### config.mk
export PLATFORM = sky130hd
export DESIGN_NAME = mbrot_queue
export DESIGN_NICKNAME = d
export VERILOG_FILES = /design/src/hdl/mbrot_pkg.sv /design/src/hdl/mbrot_queue.sv
export SDC_FILE = /design/constraint.sdc
export NUM_CORES = 1
export LEC_CHECK = 0
export ABC_AREA = 1
export BUFFER_PORTS_ARGS = -buffer_cell sky130_fd_sc_hd__buf_2
export CAP_MARGIN = 25
export CORE_MARGIN = 2
export CORE_UTILIZATION = 30
export CTS_CLUSTER_SIZE = 24
export DETAILED_ROUTE_END_ITERATION = 10
export HOLD_SLACK_MARGIN = 0.15
export PLACE_DENSITY = 0.55
export SLEW_MARGIN = 20
export SYNTH_ARGS = -nofsm -noshare
export SYNTH_HDL_FRONTEND = slang
export SYNTH_SLANG_ARGS = --single-unit
### constraint.sdc
create_clock -name clock -period 7.7 [get_ports clock]
set_clock_uncertainty 0.2 [all_clocks]
set_input_delay 1.155 -clock clock [delete_from_list [all_inputs] [get_ports clock]]
set_output_delay 1.155 -clock clock [all_outputs]
set_load 0.03 [all_outputs]
### src/hdl/mbrot_pkg.sv
package mbrot_pkg;

   localparam int FRAC_BITS   = 28;
   localparam int VAL_W       = FRAC_BITS + 4;
   localparam int RES_W       = 13;
   localparam int MAX_RES     = 4096;
   localparam int ITER_W      = 16;
   localparam int MAG_W       = 32;
   localparam int ADDR_W      = 24;
   localparam int COLOR_W     = 6;
   localparam int NUM_W       = 31;
   localparam int DEN_W       = RES_W + MAG_W;
   localparam int QUO_W       = VAL_W - 1;
   localparam int QUEUE_DEPTH = 2;

   localparam logic signed [VAL_W-1:0] VMAX = {1'b0, {(VAL_W-1){1'b1}}};
   localparam logic signed [VAL_W-1:0] VMIN = {1'b1, {(VAL_W-1){1'b0}}};

   typedef enum logic [2:0] {
      REG_MAX_ITER = 3'd0,
      REG_MAGNIFY  = 3'd1,
      REG_X_CENTER = 3'd2,
      REG_Y_CENTER = 3'd3,
      REG_H_RES    = 3'd4,
      REG_V_RES    = 3'd5
   } reg_index_type;

   typedef struct packed {
      logic signed [VAL_W-1:0] cx;
      logic signed [VAL_W-1:0] cy;
      logic [ADDR_W-1:0]       addr_direct;
      logic [ADDR_W-1:0]       addr_mirror;
      logic                    mirror;
   } job_type;

   typedef enum logic [2:0] {
      F_IDLE, F_DIV_X, F_WAIT_X, F_DIV_Y, F_WAIT_Y, F_PUSH
   } front_state_type;

   typedef enum logic [2:0] {
      B_IDLE, B_MUL, B_STEP, B_EMIT_D, B_EMIT_M
   } back_state_type;

   function automatic logic signed [VAL_W-1:0] sat_add(
      input logic signed [VAL_W-1:0] a,
      input logic signed [VAL_W-1:0] b);
      logic signed [VAL_W:0] s;
      s = {a[VAL_W-1], a} + {b[VAL_W-1], b};
      if (s > $signed({VMAX[VAL_W-1], VMAX})) return VMAX;
      if (s < $signed({VMIN[VAL_W-1], VMIN})) return VMIN;
      return s[VAL_W-1:0];
   endfunction

   function automatic logic signed [VAL_W-1:0] sat_sub(
      input logic signed [VAL_W-1:0] a,
      input logic signed [VAL_W-1:0] b);
      logic signed [VAL_W:0] s;
      s = {a[VAL_W-1], a} - {b[VAL_W-1], b};
      if (s > $signed({VMAX[VAL_W-1], VMAX})) return VMAX;
      if (s < $signed({VMIN[VAL_W-1], VMIN})) return VMIN;
      return s[VAL_W-1:0];
   endfunction

endpackage

### src/hdl/mbrot_queue.sv
module mbrot_queue (
   input  logic               clock,
   input  logic               reset,
   input  logic               push,
   input  mbrot_pkg::job_type job_in,
   output logic               full,
   input  logic               pop,
   output mbrot_pkg::job_type job_out,
   output logic               empty
);

   localparam int PTR_W = $clog2(mbrot_pkg::QUEUE_DEPTH);

   mbrot_pkg::job_type mem_ff [mbrot_pkg::QUEUE_DEPTH];
   logic [PTR_W-1:0]   wr_ff, wr_in;
   logic [PTR_W-1:0]   rd_ff, rd_in;
   logic [PTR_W:0]     cnt_ff, cnt_in;

   assign full    = (cnt_ff == (PTR_W+1)'(mbrot_pkg::QUEUE_DEPTH));
   assign empty   = (cnt_ff == '0);
   assign job_out = mem_ff[rd_ff];

   always_comb begin
      wr_in  = push ? wr_ff + PTR_W'(1) : wr_ff;
      rd_in  = pop ? rd_ff + PTR_W'(1) : rd_ff;
      cnt_in = cnt_ff + (PTR_W+1)'(push) - (PTR_W+1)'(pop);
   end

   always_ff @(posedge clock) begin
      if (reset) begin
         wr_ff  <= '0;
         rd_ff  <= '0;
         cnt_ff <= '0;
      end else begin
         wr_ff  <= wr_in;
         rd_ff  <= rd_in;
         cnt_ff <= cnt_in;
      end
      if (push) begin
         mem_ff[wr_ff] <= job_in;
      end
   end

endmodule

After elaboration in Yosys (flattened, before gate mapping)
Memories as Yosys holds them, arrays and structs flattened. A register that Yosys moved wholly into a read port is not among the register bits.
Index checks and enable logic that the tools add are counted.
{"block": "totals", "ramBits": 226, "mem_count": 1, "word_cells": 14, "rom_bits": 0, "latchBits": 0, "reg_bits": 4}
{"block": "classes", "n_eq_ne": 1, "add_sub_neg": 4, "reduce_logical": 1, "shift": 0, "multipliers": 0, "n_bitwise": 0, "div_mod_pow": 0, "n_mux": 4, "n_lt_le_gt_ge": 0}
{"name": "mem_ff", "depth": 2, "word_bits": 113, "read_ports": 1, "rd_ports_with_merged_regs": 1, "write_ports": 1, "line_no": "mbrot_queue.sv:14", "text": "mbrot_pkg::job_type mem_ff [mbrot_pkg::QUEUE_DEPTH];"}
{"operator": "2-to-1 mux 1 bit", "n": 4}
{"operator": "adder 1 bit (second input constant)", "n": 2}
{"operator": "adder 2 x 1 -> 2 bit", "n": 1}
{"operator": "equality test 2 bit (second input constant)", "n": 1}
{"operator": "zero test 2 bit", "n": 1}
{"operator": "subtractor 2 x 1 -> 2 bit", "n": 1}

Logic depth before layout (Yosys ltp)
Gate-level depths: netlist of the first run.
{"block": "depth", "word_depth": 3, "depth_mapped": 9}

Worst setup path before layout of the first run
No wires, ideal clock.
{"block": "synth_timing", "kind": "input-to-reg", "startpoint": "input push", "endpoint": "memory mem_ff[0][0] (netlist name), enable pin", "t_required_ns": 6.911, "arrival_ns": 5.923, "cell_stages": 2, "n_path_buf": 0, "setup_ns": 0.589, "slack_ns": 0.988, "cell_sequence": "inv_1 nor2_1"}
{"block": "synth_between", "elab_chain_cells": 2}
{"element": "start: declaration", "line_no": "mbrot_queue.sv:4", "text": "input logic push,"}
{"element": "2-to-1 mux 1 bit", "line_no": "mbrot_queue.sv:39", "text": "if (push) begin"}
{"element": "2-to-1 mux 1 bit (implied by the code)", "line_no": "mbrot_queue.sv:40", "text": "mem_ff[wr_ff] <= job_in;"}
{"element": "end: declaration", "line_no": "mbrot_queue.sv:14"}
Every way passes these cells.

==> results_dict.tcl, run 1 <==
set metrics [dict create \
    worst_pin_slew_ns 0.923 \
    hold_buffers 0 \
    synth_area_per_cell_sq_um 22.6 \
    power_leakage_nw 4.23 \
    final_area_sq_um 11000 \
    p_total_mw 2.96 \
    ant_nets 0 \
    dr.pass1.iters 6 \
    vias 4264 \
    min_to "rd_ff$_SDFFE_PP0P_" \
    seq_power_share 0.501 \
    synth_cells 383 \
    dp_hpwl_mm 10.7 \
    core_sq_um 28500 \
    hold_viol 0 \
    hp-start "rd_ff$_SDFFE_PP0P_" \
    drt-total-wl_mm 16.2 \
    cellPowerDensity_nw_per_um2 270 \
    num_antenna_cells 0 \
    clk_latency_ns 0.51 \
    whs_ns 0.314 \
    drv_slew 0 \
    reg2reg_setup_slack_ns 5.19 \
    drc 0 \
    placementRows 62 \
    die_h_microns 174 \
    cap_violations 0 \
    numCtsBuffers 25 \
    setup-violations-final 0 \
    viasPerCell 4.12 \
    multi_input_area_sq_um 1640 \
    register_area_sq_um 6890 \
    synth_top_area_frac 0.783 \
    p_sw_mw 0.724 \
    first_global_vias 4648 \
    comb_power_share 0.135 \
    cts_root_buf "clkbuf_16" \
    start_kind "flip-flop" \
    seq_area_frac_synth 0.794 \
    min_path_type "flip-flop to flip-flop" \
    n_fill_cell 2715 \
    cts_tree "built" \
    nNetsFinal 752 \
    drt_iter0_markers 225 \
    drive_above_1_share 0.595 \
    hold_depth 2 \
    portBuffers 231 \
    post-route-period-util 0.534 \
    max_freq_mhz 243 \
    path_class "flip-flop to output port" \
    dpl_cell_area_sq_um 10200 \
    clk_path_buf_depth 3 \
    ys_warn_count 0 \
    yosysUniqueCellTypes 15 \
    synthesis.area_sq_um 8670 \
    start_util 0.304 \
    rr_endpoint "mem_ff[1][91]$_DFFE_PP_" \
    die_area_sq_um 30300 \
    grt_pass1_wl_mm 24.7 \
    cp_data_arrival_time_ns 2.75 \
    reg2reg_from "wr_ff$_SDFFE_PP0P_" \
    grt_setup_unrepaired "no" \
    endpoint_kind "output port" \
    cts_setup_buffers 0 \
    clkSlewWorstSetupHoldPaths_ns 0.06 \
    syn_nets 502 \
    gp_congestion 0.696 \
    grt_overflow 0 \
    clock-sinks 231 \
    slew_headroom 0.385 \
    crit_fanout 52 \
    grt.total_usage 0.103 \
    dieWidth_microns 174 \
    synth-seq-cells 231 \
    setup_tns_ns 0 \
    area_delta_synth_final_pct 26.6 \
    run_status "finished, final reports clean" \
    fin_crit_ns 4.11 \
    antenna_found_initial 0 \
    required_ns 6.34 \
    wl_per_cell_microns 15.7 \
    cellInternalPower_mw 2.24 \
    htree_levels 1 \
    grt_max_degree 67 \
    synth_area_leaders "edfxtp_1, mux2_4, mux2_2" \
    io_pins 232 \
    reg2reg_depth 3 \
    cts_resized 0 \
    pwr-share-clk 0.365 \
    ir_worst_vdd_v 0.000211 \
    sw_frac_of_total 0.244 \
    synth_top_area_cell "edfxtp_1" \
]
-- how the worst max path moves through the flow --
| stage | cells past startpoint | to | from | slack, ns |
|---|---|---|---|---|
| finish | 3 | job_out[109] | flip-flop | 3.59 |
| global route | 3 | job_out[109] | flip-flop | 3.41 |
| CTS | 3 | job_out[109] | flip-flop | 3.50 |
| detailed placement | 3 | job_out[109] | flip-flop | 4.07 |
| global placement | 3 | job_out[104] | flip-flop | 4.12 |
| floorplan | 2 | mem_ff[0][0]$_DFFE_PP_ | push | 0.99 |
-- cell usage after synthesis --
| master | instances |
|---|---|
| buf_2 | 4 |
| mux2_4 | 70 |
| buf_6 | 8 |
| nor3_1 | 1 |
| xnor2_1 | 1 |
| dfxtp_1 | 5 |
| nor2_1 | 8 |
| nand2_1 | 4 |
| inv_1 | 8 |
| a21oi_1 | 1 |
| ha_1 | 2 |
| buf_8 | 1 |
| edfxtp_1 | 226 |
| nand3_1 | 1 |
| mux2_2 | 43 |
-- kinds of logic after synthesis --
| kind of cell | share of synthesized area |
|---|---|
| buf+inv | 0.0179 |
| xor+xnor | 0.00101 |
| mux | 0.177 |
| compound gates | 0.000577 |
| fa+ha+maj | 0.00289 |
| flops | 0.794 |
| simple gates | 0.00635 |
-- critical path, stage by stage, from the launching register on --
cell,delay (ns)
dfxtp_4,0.75
buf_4,0.80
mux2_2,0.42
buf_2,0.18
-- state kept, by name (all words and copies together), names as in the netlist, named ones only --
signal	count
mem_ff	226
cnt_ff	2
rd_ff	1
wr_ff	1
-- placed cells by master (no fill, tap or decap) --
cell type | Yosys | layout
nor2_4 | 0 | 1
clkbuf_16 | 0 | 25
inv_4 | 0 | 1
nand2_1 | 4 | 4
nor3_1 | 1 | 1
nor2_1 | 8 | 7
mux2_4 | 70 | 70
inv_1 | 8 | 7
clkinvlp_4 | 0 | 3
buf_2 | 4 | 231
xnor2_1 | 1 | 1
clkbuf_1 | 0 | 3
bufinv_16 | 0 | 1
edfxtp_1 | 226 | 226
dfxtp_4 | 0 | 1
clkinv_2 | 0 | 5
buf_4 | 0 | 5
ha_1 | 2 | 2
dfxtp_1 | 5 | 4
mux2_2 | 43 | 43
clkinv_4 | 0 | 1
a21oi_1 | 1 | 1
clkinv_1 | 0 | 6
nand3_1 | 1 | 1
-- through the flow --
| stage | std cells | setup slack (ns) | util |
|---|---|---|---|
| 2_1_floorplan | 383 | 0.988 | - |
| 3_3_place_gp | 990 | 4.12 | 0.358 |
| 3_5_place_dp | 990 | 4.07 | 0.358 |
| 5_1_grt | 1034 | 3.41 | 0.385 |
| 6_report | 1034 | 3.59 | 0.385 |
| 4_1_cts | 1034 | 3.50 | 0.385 |
-- power by group through the flow --
stage               logic, mW  clock network [mW]  registers (mW)
floorplan               0.298                   0            1.50
global placement        0.399                   0            1.51
detailed placement      0.405                   0            1.51
CTS                     0.407                1.12            1.48
global route            0.425                1.17            1.49
finish                  0.399                1.08            1.48
-- routing by layer --
layer,global-route usage,share of wire,vias up
met5,0,0,-
met4,0.0322,0.024,0
met3,0.0392,0.091,26
met2,0.177,0.49,159
met1,0.118,0.40,2074
li1,-,-,2005
-- final cells by class --
type,instances,area share
flip-flops and latches,231,0.628
repair buffers,236,0.109
well taps,384,0.0438
clock buffers,28,0.0580
multi-input cells,131,0.149
clock inverters,16,0.00991
inverters,8,0.00296
(Power assumes the default switching activity.)
==> run 2: changes to the inputs <==
- ABC_AREA: 1 -> 0
- clock period: 7.7 -> 4.1 ns (I/O delays scaled with it)
==> results_dict.tcl, run 2 <==
set metrics [dict create \
    portBuffers 231 \
    clk_latency_ns 0.50 \
    die_h_microns 174 \
    synth_edf_count 226 \
    stdcell_count 1131 \
    largest_register_ff_count 226 \
    numCtsBuffers 25 \
    setup-violations-final 0 \
    synth_area_leaders "edfxtp_1, mux2_4, mux2_2" \
    wl_per_cell_microns 15.7 \
    path_buf_inv 2 \
    final_area_sq_um 12100 \
    cts_resized 0 \
    max_flop_register "mem_ff" \
    cts_setup_buffers 0 \
    seq_power_share 0.497 \
    cellPowerDensity_nw_per_um2 466 \
    start_util 0.303 \
    run_status "finished, final reports clean" \
    drive_above_1_share 0.509 \
    io_pins 232 \
    cts_tree "built" \
    slowest_stage "buf_12" \
    crit_fanout 113 \
    synth_top_area_frac 0.783 \
    required_ns 3.28 \
    p_sw_mw 1.38 \
    area_delta_synth_final_pct 39.3 \
    vias 4699 \
    dr.pass1.iters 4 \
    syn_nets 492 \
    yosysUniqueCellTypes 14 \
    synthesis.area_sq_um 8660 \
    antenna_found_initial 1 \
    slew_headroom 0.398 \
    synth_area_per_cell_sq_um 23.2 \
    fin_crit_ns 2.95 \
    drv_slew 0 \
    synth_top_area_cell "edfxtp_1" \
    drc 0 \
    dp.cells 979 \
    hold_buffers 114 \
    path_cells "buf_12 -> mux2_4 -> buf_2" \
    synth-seq-cells 231 \
    first_global_vias 5208 \
    clk_path_buf_depth 3 \
    top_regs "mem_ff x226, cnt_ff x2" \
    synth_commonest_cells "edfxtp_1, mux2_4, mux2_2" \
    comb_power_share 0.164 \
    n_fill_cell 2550 \
    grt_max_degree 114 \
    grt_overflow 0 \
    sw_frac_of_total 0.245 \
    core_sq_um 28500 \
    clock-sinks 231 \
    cellInternalPower_mw 4.25 \
    viasPerCell 4.15 \
    yosysMostFrequentCell "edfxtp_1" \
    grt_pass1_wl_mm 27.4 \
    max_stage_delay_ns 0.48 \
    placementRows 62 \
    pwr-share-clk 0.338 \
    mostFrequentLayoutCell "buf_2" \
    die_area_sq_um 30300 \
    crit_family "buffers and inverters" \
    start_kind "flip-flop" \
    cts_root_buf "clkbuf_16" \
    synth_cells 373 \
    path_class "flip-flop to output port" \
    drt-total-wl_mm 17.7 \
    grt.total_usage 0.114 \
    nNetsFinal 855 \
    grt_setup_unrepaired "no" \
    worst_pin_slew_ns 0.903 \
    ir_worst_vdd_v 0.000343 \
    endpoint_kind "output port" \
    gp_congestion 0.702 \
    post-route-period-util 0.718 \
    seq_area_frac_synth 0.795 \
    ant_nets 0 \
    async_flop_share 0 \
    htree_levels 1 \
    setup_tns_ns 0 \
    clkSlewWorstSetupHoldPaths_ns 0.05 \
    drt_iter0_markers 194 \
    power_leakage_nw 4.66 \
    cp_data_arrival_time_ns 2.13 \
    dieWidth_microns 174 \
    dpl_cell_area_sq_um 10200 \
    ys_warn_count 0 \
    hold_viol 0 \
    final_cell_mix "buf_2, edfxtp_1, dlygate4sd3_1" \
    synth_flop_cell "edfxtp_1" \
    dp_hpwl_mm 11.3 \
    max_freq_mhz 340 \
    min_path_type "primary input to flip-flop" \
    cap_violations 0 \
]
==> run 2: cell count changes after synthesis, moves of 3 or more <==
| cell | before | now |
|---|---|---|
| inv_1 | 8 | 2 |
| nand2_1 | 4 | 0 |
| nor2_1 | 8 | 5 |
| nor2b_1 | 0 | 3 |
==> run 2: routing by layer <==
layer,vias to the layer above,part of all wire,GRT usage
met4,0,0.025,0.0308
met2,180,0.50,0.200
li1,2197,-,-
met5,-,0,0
met3,33,0.074,0.0341
met1,2289,0.41,0.136
==> run 2: worst paths after layout <==
check	start	endpoint	slack, ns	cells past startpoint
setup reg to reg	wr_ff$_SDFFE_PP0P_	mem_ff[1][16]$_DFFE_PP_	2.01	2
hold / removal	pop	flip-flop	0.20	3
setup / recovery	flip-flop	job_out[53]	1.15	3
hold reg to reg	rd_ff$_SDFFE_PP0P_	flip-flop	0.33	2
==> run 2: metrics by stage <==
step / power (mW) / hold slack (ns) / utilization / setup WS, ns
global placement: 3.67 / 0.294 / 0.359 / 1.70
detailed placement: 3.70 / 0.314 / 0.359 / 1.64
floorplan: 3.44 / 0.280 / - / 0.214
CTS: 5.72 / 0.156 / 0.422 / 1.13
finish: 5.63 / 0.198 / 0.423 / 1.15
global route: 5.86 / 0.187 / 0.423 / 1.08
==> run 2: final cells by class <==
class,instances,area [sq um],share of cell area
multi-input combinational,127,1650,0.137
antenna,1,2.50,0.000207
sequential,231,6890,0.571
timing repair buffer,349,2360,0.195
inverter,2,7.51,0.000622
clock inverter,6,27.5,0.00228
clock buffer,31,648,0.0537
tap,384,480,0.0398
==> run 2: kinds of logic (layout without fill, tap and decap cells) <==
| logic type | after synthesis | count (layout) | share of synthesized area |
|---|---|---|---|
| other cells | 0 | 1 | 0 |
| simple gates | 9 | 9 | 0.00506 |
| xor+xnor | 3 | 3 | 0.00462 |
| flops | 231 | 231 | 0.795 |
| buf+inv | 15 | 388 | 0.0153 |
| mux | 113 | 113 | 0.177 |
| fa+ha+maj | 2 | 2 | 0.00289 |
==> run 2: power groups by stage <==
| stage | sequential [mW] | clock, mW | combinational, mW |
|---|---|---|---|
| 2_1_floorplan | 2.84 | 0 | 0.602 |
| 6_report | 2.80 | 1.90 | 0.925 |
| 4_1_cts | 2.80 | 1.99 | 0.938 |
| 5_1_grt | 2.81 | 2.07 | 0.981 |
| 3_3_place_gp | 2.84 | 0 | 0.835 |
| 3_5_place_dp | 2.85 | 0 | 0.851 |
==> run 2: worst register-to-register path, stage by stage, from the launching register on <==
cell,delay (ns)
dfxtp_1,0.41
and2_4,0.67
buf_12,0.39
