--- config.mk ---
export PLATFORM = sky130hd
export DESIGN_NAME = mbrot_front
export DESIGN_NICKNAME = d
export VERILOG_FILES = /design/src/hdl/mbrot_pkg.sv /design/src/hdl/mbrot_div.sv /design/src/hdl/mbrot_front.sv
export SDC_FILE = /design/constraint.sdc
export NUM_CORES = 2
export LEC_CHECK = 0
export CAP_MARGIN = 10
export CELL_PAD_IN_SITES_DETAIL_PLACEMENT = 0
export CELL_PAD_IN_SITES_GLOBAL_PLACEMENT = 1
export CORE_MARGIN = 2
export CORE_UTILIZATION = 48
export CTS_CLUSTER_SIZE = 12
export DETAILED_ROUTE_END_ITERATION = 8
export DONT_BUFFER_PORTS = 1
export PLACE_DENSITY_LB_ADDON = 0.1
export SYNTH_ARGS = -nofsm -noshare
export SYNTH_HDL_FRONTEND = slang
export SYNTH_SLANG_ARGS = --single-unit
--- constraint.sdc ---
create_clock -name clock -period 37.3 [get_ports clock]
set_input_delay 11.19 -clock clock [delete_from_list [all_inputs] [get_ports clock]]
set_output_delay 11.19 -clock clock [all_outputs]
set_load 0.05 [all_outputs]
--- src/hdl/mbrot_pkg.sv ---
package mbrot_pkg;

   localparam int FRAC_BITS   = 28;
   localparam int VAL_W       = FRAC_BITS + 4;
   localparam int RES_W       = 13;
   localparam int MAX_RES     = 4096;
   localparam int ITER_W      = 16;
   localparam int MAG_W       = 32;
   localparam int ADDR_W      = 24;
   localparam int COLOR_W     = 6;
   localparam int NUM_W       = 31;
   localparam int DEN_W       = RES_W + MAG_W;
   localparam int QUO_W       = VAL_W - 1;
   localparam int QUEUE_DEPTH = 2;

   localparam logic signed [VAL_W-1:0] VMAX = {1'b0, {(VAL_W-1){1'b1}}};
   localparam logic signed [VAL_W-1:0] VMIN = {1'b1, {(VAL_W-1){1'b0}}};

   typedef enum logic [2:0] {
      REG_MAX_ITER = 3'd0,
      REG_MAGNIFY  = 3'd1,
      REG_X_CENTER = 3'd2,
      REG_Y_CENTER = 3'd3,
      REG_H_RES    = 3'd4,
      REG_V_RES    = 3'd5
   } reg_index_type;

   typedef struct packed {
      logic signed [VAL_W-1:0] cx;
      logic signed [VAL_W-1:0] cy;
      logic [ADDR_W-1:0]       addr_direct;
      logic [ADDR_W-1:0]       addr_mirror;
      logic                    mirror;
   } job_type;

   typedef enum logic [2:0] {
      F_IDLE, F_DIV_X, F_WAIT_X, F_DIV_Y, F_WAIT_Y, F_PUSH
   } front_state_type;

   typedef enum logic [2:0] {
      B_IDLE, B_MUL, B_STEP, B_EMIT_D, B_EMIT_M
   } back_state_type;

   function automatic logic signed [VAL_W-1:0] sat_add(
      input logic signed [VAL_W-1:0] a,
      input logic signed [VAL_W-1:0] b);
      logic signed [VAL_W:0] s;
      s = {a[VAL_W-1], a} + {b[VAL_W-1], b};
      if (s > $signed({VMAX[VAL_W-1], VMAX})) return VMAX;
      if (s < $signed({VMIN[VAL_W-1], VMIN})) return VMIN;
      return s[VAL_W-1:0];
   endfunction

   function automatic logic signed [VAL_W-1:0] sat_sub(
      input logic signed [VAL_W-1:0] a,
      input logic signed [VAL_W-1:0] b);
      logic signed [VAL_W:0] s;
      s = {a[VAL_W-1], a} - {b[VAL_W-1], b};
      if (s > $signed({VMAX[VAL_W-1], VMAX})) return VMAX;
      if (s < $signed({VMIN[VAL_W-1], VMIN})) return VMIN;
      return s[VAL_W-1:0];
   endfunction

endpackage

--- src/hdl/mbrot_div.sv ---
module mbrot_div (
   input  logic                         clock,
   input  logic                         reset,
   input  logic                         start,
   input  logic [mbrot_pkg::NUM_W-1:0]  num,
   input  logic [mbrot_pkg::DEN_W-1:0]  den,
   output logic                         done,
   output logic [mbrot_pkg::QUO_W-1:0]  quot
);

   localparam int CNT_W = $clog2(mbrot_pkg::QUO_W + 1);

   logic [mbrot_pkg::DEN_W-1:0] rem_ff, rem_in;
   logic [mbrot_pkg::DEN_W-1:0] den_ff, den_in;
   logic [mbrot_pkg::QUO_W-1:0] bits_ff, bits_in;
   logic [mbrot_pkg::QUO_W-1:0] quot_ff, quot_in;
   logic [CNT_W-1:0]            cnt_ff, cnt_in;
   logic                        run_ff, run_in;
   logic                        done_ff, done_in;
   logic [mbrot_pkg::DEN_W:0]   trial;
   logic [mbrot_pkg::DEN_W:0]   diff;
   logic                        ge;
   logic                        ovf;

   assign trial = {rem_ff, bits_ff[mbrot_pkg::QUO_W-1]};
   assign diff  = trial - {1'b0, den_ff};
   assign ge    = trial >= {1'b0, den_ff};
   // quotient would not fit below 2^31: num*2^28 >= den*2^31
   assign ovf   = {{(mbrot_pkg::DEN_W + 3 - mbrot_pkg::NUM_W){1'b0}}, num} >= {den, 3'b000};

   always_comb begin
      rem_in  = rem_ff;
      den_in  = den_ff;
      bits_in = bits_ff;
      quot_in = quot_ff;
      cnt_in  = cnt_ff;
      run_in  = run_ff;
      done_in = 1'b0;
      if (start) begin
         den_in = den;
         if (num == '0) begin
            quot_in = '0;
            done_in = 1'b1;
         end else if (ovf) begin
            quot_in = '1;
            done_in = 1'b1;
         end else begin
            rem_in  = {{(mbrot_pkg::DEN_W - mbrot_pkg::NUM_W + 3){1'b0}},
                       num[mbrot_pkg::NUM_W-1:3]};
            bits_in = {num[2:0], {(mbrot_pkg::QUO_W - 3){1'b0}}};
            quot_in = '0;
            cnt_in  = CNT_W'(mbrot_pkg::QUO_W);
            run_in  = 1'b1;
         end
      end else if (run_ff) begin
         rem_in  = ge ? diff[mbrot_pkg::DEN_W-1:0] : trial[mbrot_pkg::DEN_W-1:0];
         bits_in = {bits_ff[mbrot_pkg::QUO_W-2:0], 1'b0};
         quot_in = {quot_ff[mbrot_pkg::QUO_W-2:0], ge};
         cnt_in  = cnt_ff - CNT_W'(1);
         if (cnt_ff == CNT_W'(1)) begin
            run_in  = 1'b0;
            done_in = 1'b1;
         end
      end
   end

   always_ff @(posedge clock) begin
      if (reset) begin
         run_ff  <= 1'b0;
         done_ff <= 1'b0;
         cnt_ff  <= '0;
      end else begin
         run_ff  <= run_in;
         done_ff <= done_in;
         cnt_ff  <= cnt_in;
      end
      rem_ff  <= rem_in;
      den_ff  <= den_in;
      bits_ff <= bits_in;
      quot_ff <= quot_in;
   end

   assign done = done_ff;
   assign quot = quot_ff;

endmodule

--- src/hdl/mbrot_front.sv ---
module mbrot_front (
   input  logic                                clock,
   input  logic                                reset,
   input  logic [mbrot_pkg::MAG_W-1:0]         magnify,
   input  logic signed [mbrot_pkg::VAL_W-1:0]  x_center,
   input  logic signed [mbrot_pkg::VAL_W-1:0]  y_center,
   input  logic [mbrot_pkg::RES_W-1:0]         h_res,
   input  logic [mbrot_pkg::RES_W-1:0]         v_res,
   input  logic                                req_valid,
   output logic                                req_stall,
   input  logic [mbrot_pkg::RES_W-1:0]         req_column,
   input  logic [mbrot_pkg::RES_W-1:0]         req_row,
   input  logic                                queue_full,
   output logic                                push,
   output mbrot_pkg::job_type                  job
);

   mbrot_pkg::front_state_type state_ff, state_in;
   logic [mbrot_pkg::RES_W-1:0]        col_ff, col_in;
   logic [mbrot_pkg::RES_W-1:0]        row_ff, row_in;
   logic                               neg_ff, neg_in;
   mbrot_pkg::job_type                 job_ff, job_in;
   logic                               div_start;
   logic                               div_done;
   logic [mbrot_pkg::QUO_W-1:0]        div_quot;
   logic [mbrot_pkg::RES_W-1:0]        sel_p;
   logic [mbrot_pkg::RES_W-1:0]        sel_res;
   logic signed [mbrot_pkg::RES_W+2:0] n_val;
   logic [mbrot_pkg::RES_W+1:0]        n_mag;
   logic [mbrot_pkg::RES_W+3:0]        n_mag3;
   logic [mbrot_pkg::NUM_W-1:0]        div_num;
   logic [mbrot_pkg::DEN_W-1:0]        div_den;
   logic signed [mbrot_pkg::VAL_W-1:0] offset;
   logic [mbrot_pkg::ADDR_W-1:0]       col_x, row_x, hres_x, vres_x;

   // x offset first, then y
   assign sel_p   = (state_ff == mbrot_pkg::F_DIV_Y) ? row_ff : col_ff;
   assign sel_res = (state_ff == mbrot_pkg::F_DIV_Y) ? v_res : h_res;
   assign n_val   = {1'b0, sel_p, 1'b0} - {2'b00, sel_res};
   assign n_mag   = n_val[mbrot_pkg::RES_W+2] ? (mbrot_pkg::RES_W+2)'(-n_val)
                                             : n_val[mbrot_pkg::RES_W+1:0];
   assign n_mag3  = {1'b0, n_mag, 1'b0} + {2'b00, n_mag};
   assign div_num = {n_mag3[mbrot_pkg::NUM_W-16:0], 15'b0};
   assign div_den = {{mbrot_pkg::MAG_W{1'b0}}, sel_res} * {{mbrot_pkg::RES_W{1'b0}}, magnify};
   assign offset  = neg_ff ? -$signed({1'b0, div_quot}) : $signed({1'b0, div_quot});

   assign col_x  = mbrot_pkg::ADDR_W'(col_ff);
   assign row_x  = mbrot_pkg::ADDR_W'(row_ff);
   assign hres_x = mbrot_pkg::ADDR_W'(h_res);
   assign vres_x = mbrot_pkg::ADDR_W'(v_res);

   mbrot_div u_div (
      .clock (clock),
      .reset (reset),
      .start (div_start),
      .num   (div_num),
      .den   (div_den),
      .done  (div_done),
      .quot  (div_quot)
   );

   always_comb begin
      state_in  = state_ff;
      col_in    = col_ff;
      row_in    = row_ff;
      neg_in    = neg_ff;
      job_in    = job_ff;
      div_start = 1'b0;
      push      = 1'b0;
      req_stall = 1'b1;
      unique case (state_ff)
         mbrot_pkg::F_IDLE: begin
            req_stall = 1'b0;
            if (req_valid) begin
               col_in   = req_column;
               row_in   = req_row;
               state_in = mbrot_pkg::F_DIV_X;
            end
         end
         mbrot_pkg::F_DIV_X: begin
            div_start          = 1'b1;
            neg_in             = n_val[mbrot_pkg::RES_W+2];
            job_in.addr_direct = mbrot_pkg::ADDR_W'(hres_x * (row_x - 24'd1))
                                 + col_x - 24'd1;
            job_in.addr_mirror = mbrot_pkg::ADDR_W'(hres_x * (vres_x - row_x))
                                 + col_x - 24'd1;
            job_in.mirror      = (y_center == '0);
            state_in           = mbrot_pkg::F_WAIT_X;
         end
         mbrot_pkg::F_WAIT_X: begin
            if (div_done) begin
               job_in.cx = mbrot_pkg::sat_add(offset, x_center);
               state_in  = mbrot_pkg::F_DIV_Y;
            end
         end
         mbrot_pkg::F_DIV_Y: begin
            div_start = 1'b1;
            neg_in    = n_val[mbrot_pkg::RES_W+2];
            state_in  = mbrot_pkg::F_WAIT_Y;
         end
         mbrot_pkg::F_WAIT_Y: begin
            if (div_done) begin
               job_in.cy = mbrot_pkg::sat_sub(offset, y_center);
               state_in  = mbrot_pkg::F_PUSH;
            end
         end
         mbrot_pkg::F_PUSH: begin
            if (!queue_full) begin
               push     = 1'b1;
               state_in = mbrot_pkg::F_IDLE;
            end
         end
         default: state_in = mbrot_pkg::F_IDLE;
      endcase
   end

   always_ff @(posedge clock) begin
      if (reset) begin
         state_ff <= mbrot_pkg::F_IDLE;
      end else begin
         state_ff <= state_in;
      end
      col_ff <= col_in;
      row_ff <= row_in;
      neg_ff <= neg_in;
      job_ff <= job_in;
   end

   assign job = job_ff;

endmodule

### After elaboration in Yosys (flattened, before gate mapping)

Index checks and enable logic that the tools add are counted.
W data, S select, Z words.

* output and inout port bits: 115
* input bits: 152
* register bits after elaboration: 302

* add/subtract/negate cells: 14
* multiply operators: 3
* equality and inequality tests: 12
* reductions and logical operators: 11
* order comparisons: 6
* mux-type cells: 62

Operators with widths (number)
* $mux W32: 9
* $mux W31: 8
* $mux W45: 5
* $gt A33 B32 Y1 const B: 2
* $lt A33 B32 Y1 const B: 2
* $add A24 B13 Y24: 2
* $ge A31 B48 Y1: 1
* $mul A14 B14 Y24: 2
* $sub A24 B1 Y24 const B: 2
* $ge A46 B45 Y1: 1
* $mul A13 B32 Y45: 1
* $sub A45 B45 Y45: 1
* $add A32 B32 Y33: 1
* $sub A32 B32 Y33: 1
* $logic_not A32 Y1: 1
* $neg A31 Y32: 1
* $logic_not A31 Y1: 1
* $mux W1: 28
* $mux W13: 2
* $mux W5: 4
* $pmux W3 S6: 1
* $add A16 B15 Y16: 1
* $mux W15: 1
* $neg A15 Y15: 1
* other kinds (17): 29

### Logic depth before layout (Yosys ltp)

* depth in word-level cells: 12
* depth in mapped cells: 44
* gate-level depth less buffers: 40

### Hierarchy

From an unflattened synthesis, not the netlist that was laid out.

* cells, all modules: 4881
* area total of the unflattened synthesis: 45114.5 sq um

Modules (own cells, without submodules)
* mbrot_front: area an instance 36228.5 sq um, times used 1, cells an instance 3972
* mbrot_div: area an instance 8886.0 sq um, times used 1, cells an instance 909

### Worst setup path after synthesis

No wires, ideal clock.

* kind: input to output
* start point: input port queue_full
* end point: output port push
* data required time: 26110 ps
* cell stages on the path: 1
* data arrival time: 12721 ps
* setup slack: 13389 ps
* path buffers: 0
* path through: nor4bb_1

* cells in the longest elaborated chain, start to end: 2

Ends and longest elaborated chain
* from (decl): line mbrot_front.sv:13 `input logic queue_full,`
* $mux W1: line mbrot_front.sv:108 `if (!queue_full) begin`
* $mux W1: line mbrot_front.sv:71 `unique case (state_ff)`
* to (decl): line mbrot_front.sv:14 `output logic push,`

No other way between the ends.

### Worst setup path after layout

Same ends and word-level chain as after synthesis.

==> flow_summary.html <==
<table>
<tr><th>Metric</th><th>Value</th></tr>
<tr><th colspan="2">Yosys</th></tr>
<tr><td>Average cell area after synthesis</td><td>approximately 9 um^2</td></tr>
<tr><td>Cell type contributing the most total cell area after synthesis</td><td>sky130_fd_sc_hd__fa_1</td></tr>
<tr><td>Number of enable-type register cells in the synthesized netlist</td><td>approximately 260</td></tr>
<tr><td>Ys Warns</td><td>0</td></tr>
<tr><td>Post-synthesis sequential element count</td><td>~270</td></tr>
<tr><td>Net Count, Synth</td><td>6198</td></tr>
<tr><td>Primary FF master, synth</td><td>sky130_fd_sc_hd__edfxtp_1</td></tr>
<tr><td>Async set-reset flop share out of synthesis</td><td>0%</td></tr>
<tr><td>Post-synth design cell area</td><td>~45000 um^2</td></tr>
<tr><td>Commonest cells in the synthesized netlist</td><td>903 x sky130_fd_sc_hd__inv_1, 697 x sky130_fd_sc_hd__nand2_1, 642 x sky130_fd_sc_hd__fa_1</td></tr>
<tr><td>Biggest area contributors in the synthesized netlist</td><td>sky130_fd_sc_hd__fa_1 29%, sky130_fd_sc_hd__edfxtp_1 17%, sky130_fd_sc_hd__ha_1 11%</td></tr>
<tr><td>Library cells used by synthesis</td><td>between 80 and 90</td></tr>
<tr><td>Number of cells produced by synthesis</td><td>4997</td></tr>
<tr><td>Most common cell in the synthesized netlist</td><td>sky130_fd_sc_hd__inv_1</td></tr>
<tr><td>Part of the Yosys area used for sequential elements</td><td>17.9%</td></tr>
<tr><td>Yosys top cell area share</td><td>between 20 and 30%</td></tr>
<tr><th colspan="2">Hold path</th></tr>
<tr><td>Min-delay worst type</td><td>reg -&gt; reg</td></tr>
<tr><th colspan="2">Placed design</th></tr>
<tr><td>Minimum setup slack after placement</td><td>about 14000 ps</td></tr>
<tr><td>DPL Wire Length</td><td>between 90000 and 100000 um</td></tr>
<tr><td>Placed Instances</td><td>6089</td></tr>
<tr><td>Final estimated routing congestion in global placement</td><td>around 0.9</td></tr>
<tr><td>Quantity of I/O buffers inserted on ports</td><td>0</td></tr>
<tr><th colspan="2">Floorplanning</th></tr>
<tr><td>Initial core utilization</td><td>about half</td></tr>
<tr><td>Floorplan die width</td><td>slightly above 300 um</td></tr>
<tr><td>Row count</td><td>112</td></tr>
<tr><td>Die height</td><td>310 um</td></tr>
<tr><td>Core area</td><td>just over 90000 um^2</td></tr>
<tr><td>Top-Level Pins</td><td>267</td></tr>
<tr><td>Area enclosed by the die boundary</td><td>96100 um^2</td></tr>
<tr><th colspan="2">Final layout</th></tr>
<tr><td>Multi-input logic area</td><td>roughly 33000 um^2</td></tr>
<tr><td>Post-Layout Cell Count</td><td>~6000</td></tr>
<tr><td>Share of cells above drive strength 1</td><td>roughly 3.5%</td></tr>
<tr><td>Final nets</td><td>6076</td></tr>
<tr><td>Util after Layout</td><td>approximately half</td></tr>
<tr><td>Register area</td><td>roughly 8000 um^2</td></tr>
<tr><td>Layout overhead on the synthesized area</td><td>5.11%</td></tr>
<tr><td>Filler instances</td><td>9002</td></tr>
<tr><th colspan="2">Clocking</th></tr>
<tr><td>Clock tree from TritonCTS</td><td>built</td></tr>
<tr><td>Deepest level of the CTS H-tree</td><td>2</td></tr>
<tr><td>Buffers inserted during post-CTS setup optimization</td><td>0</td></tr>
<tr><td>Later-pin clock latency in the skew report</td><td>590 ps</td></tr>
<tr><td>Clk buf depth</td><td>3</td></tr>
<tr><td>Post-cts gate resize count</td><td>0</td></tr>
<tr><td>CTS buffer count</td><td>36</td></tr>
<tr><td>Hold Buf Count CTS</td><td>0</td></tr>
<tr><td>Clock root buffer</td><td>sky130_fd_sc_hd__clkbuf_16</td></tr>
<tr><td>Post-CTS clock slew at the launch and capture registers of the worst setup and hold paths</td><td>50 ps</td></tr>
<tr><td>Count of clock tree sinks</td><td>271</td></tr>
<tr><th colspan="2">Setup path</th></tr>
<tr><td>Family with the most delay on the worst path</td><td>simple AND/OR/NAND/NOR gates</td></tr>
<tr><td>Max stage delay on crit path</td><td>about 240 ps</td></tr>
<tr><td>Type of origin of the critical path</td><td>input pin</td></tr>
<tr><td>Slowest CP cell</td><td>sky130_fd_sc_hd__nor4bb_2</td></tr>
<tr><td>Critical Path Sink Type</td><td>output port</td></tr>
<tr><td>CP Class</td><td>in -&gt; out</td></tr>
<tr><td>Critical path fanouts, max</td><td>3</td></tr>
<tr><td>Ordered list of cells on the worst path</td><td>nor4bb_2, buf_4</td></tr>
<tr><td>Count of buffer and inverter cells on the critical path</td><td>1</td></tr>
<tr><td>Data required time at the worst endpoint</td><td>between 20000 and 30000 ps</td></tr>
<tr><td>Worst path arrival time</td><td>11670 ps</td></tr>
<tr><th colspan="2">Global route</th></tr>
<tr><td>Largest net degree at the start of global routing</td><td>77</td></tr>
<tr><td>Combined global-route utilization of all metal layers</td><td>about a quarter</td></tr>
<tr><td>Number of antenna violations at the first check in global routing</td><td>6</td></tr>
<tr><td>Wire length of the first global-routing pass</td><td>around 190000 um</td></tr>
<tr><td>GRT Residual Overflow</td><td>0</td></tr>
<tr><td>Number of global-route vias before repair</td><td>34500</td></tr>
<tr><th colspan="2">STA</th></tr>
<tr><td>Unrepaired setup endpoints after global routing</td><td>false</td></tr>
<tr><td>Final critical-path required period</td><td>about 23000 ps</td></tr>
<tr><td>Achievable clock frequency</td><td>roughly 44 MHz</td></tr>
<tr><td>Worst clock skew</td><td>approximately 31 ps</td></tr>
<tr><td>Count of final setup violators</td><td>0</td></tr>
<tr><td>Part of the cycle the worst path needs</td><td>about three fifths</td></tr>
<tr><td>Slew Limit Fails</td><td>0</td></tr>
<tr><td>Accumulated negative setup slack</td><td>0 ps</td></tr>
<tr><td>Worst setup margin</td><td>about 14000 ps</td></tr>
<tr><td>Relative slew margins</td><td>a little under a fifth</td></tr>
<tr><td>Total count of hold-check failures in the final report</td><td>0</td></tr>
<tr><td>Worst Tran Pin Value</td><td>~1200 ps</td></tr>
<tr><th colspan="2">Routing</th></tr>
<tr><td>Final routed DRC violation total</td><td>0</td></tr>
<tr><td>Number of design-rule violations left by the first detailed-router iteration</td><td>approximately 2000</td></tr>
<tr><td>Metal2 WL</td><td>58300 um</td></tr>
<tr><td>WL met3</td><td>about 6700 um</td></tr>
<tr><td>Number of iterations in the first detailed-routing pass</td><td>5</td></tr>
<tr><td>Final routed wire length divided by cell count</td><td>19.5 um</td></tr>
<tr><td>Routed WL</td><td>120000 um</td></tr>
<tr><td>Detail-routed via count per cell</td><td>5.40</td></tr>
<tr><td>DR vias</td><td>roughly 33000</td></tr>
<tr><td>Count of antenna-violating nets left after detailed routing</td><td>0</td></tr>
<tr><td>Total routed wire length on the met1 layer</td><td>approximately 53000 um</td></tr>
<tr><td>Top metal layer carrying routed signals</td><td>met5</td></tr>
<tr><th colspan="2">Run</th></tr>
<tr><td>Reported max-cap violation count</td><td>0</td></tr>
<tr><th colspan="2">Status</th></tr>
<tr><td>Outcome</td><td>completed</td></tr>
</table>
## cells in the final DEF, fill, tap and decap left out, drive strengths merged, types with 54 or more instances in the layout
master	count
nand3	73
nand2	697
ha	407
a21oi	228
edfxtp	261
xor2	67
xnor2	186
nor3	55
o21ai	172
fa	642
inv	907
nor2b	63
nand2b	54
a21o	82
and2	295
nor2	138
## per-stage QoR
stage                     hold slack, ps  cell area [um^2]
after floorplan                      464             44900
after global placement               486             46000
after detailed placement             493             46000
after CTS                            507             47200
after global routing                 534             47200
final                                501             47200
## path summary, 6_finish.rpt
path | from | endpoint | slack [ps] | depth (start not counted)
worst max-delay path | queue_full | push | 14440 | 2
worst min-delay path | u_div.cnt_ff[1] | u_div.cnt_ff[1] | 500 | 1
worst max register to register | state_ff[1] | u_div.quot[1] | 26200 | 40
worst min register to register | u_div.cnt_ff[1] | u_div.cnt_ff[1] | 500 | 1
## layer usage
layer / track usage (%) / up-vias
li1: - / 15800
met3: 3.30 / 140
met4: 5.27 / 4
met2: 44.5 / 736
met5: 0 / -
met1: 34.3 / 16600
## registers in the layout, indices dropped and copies added, names as in the netlist
name          flops
state_ff          3
u_div.den_ff     45
u_div.done        1
col_ff           13
u_div.quot       31
row_ff           13
neg_ff            1
job             113
u_div.cnt_ff      5
u_div.run_ff      1
u_div.rem_ff     45
## kinds of logic (layout without fill, tap and decap cells)
family	count (synthesis)	after routing	share of synthesized area [%]
simple gates	1545	1545	16.7
buf+inv	1104	1009	9.29
fa+ha+maj	1061	1061	40.2
compound gates	742	742	10.4
flops	271	271	17.9
xor+xnor	254	254	4.98
mux	19	19	0.490
other cells	1	3	0.00835
## area by class of cell
class | count | area share, %
Clock buffer | 41 | 1.95
Antenna cell | 2 | 0.0106
Timing Repair Buffer | 39 | 0.628
Inverter | 905 | 7.20
Multi-Input combinational cell | 3622 | 69.4
Tap cell | 1254 | 3.32
Clock inverter | 24 | 0.506
Sequential cell | 271 | 17.0
Power is not shown: default switching activity piles up to over one toggle a cycle in this logic, so the estimate is an artifact.
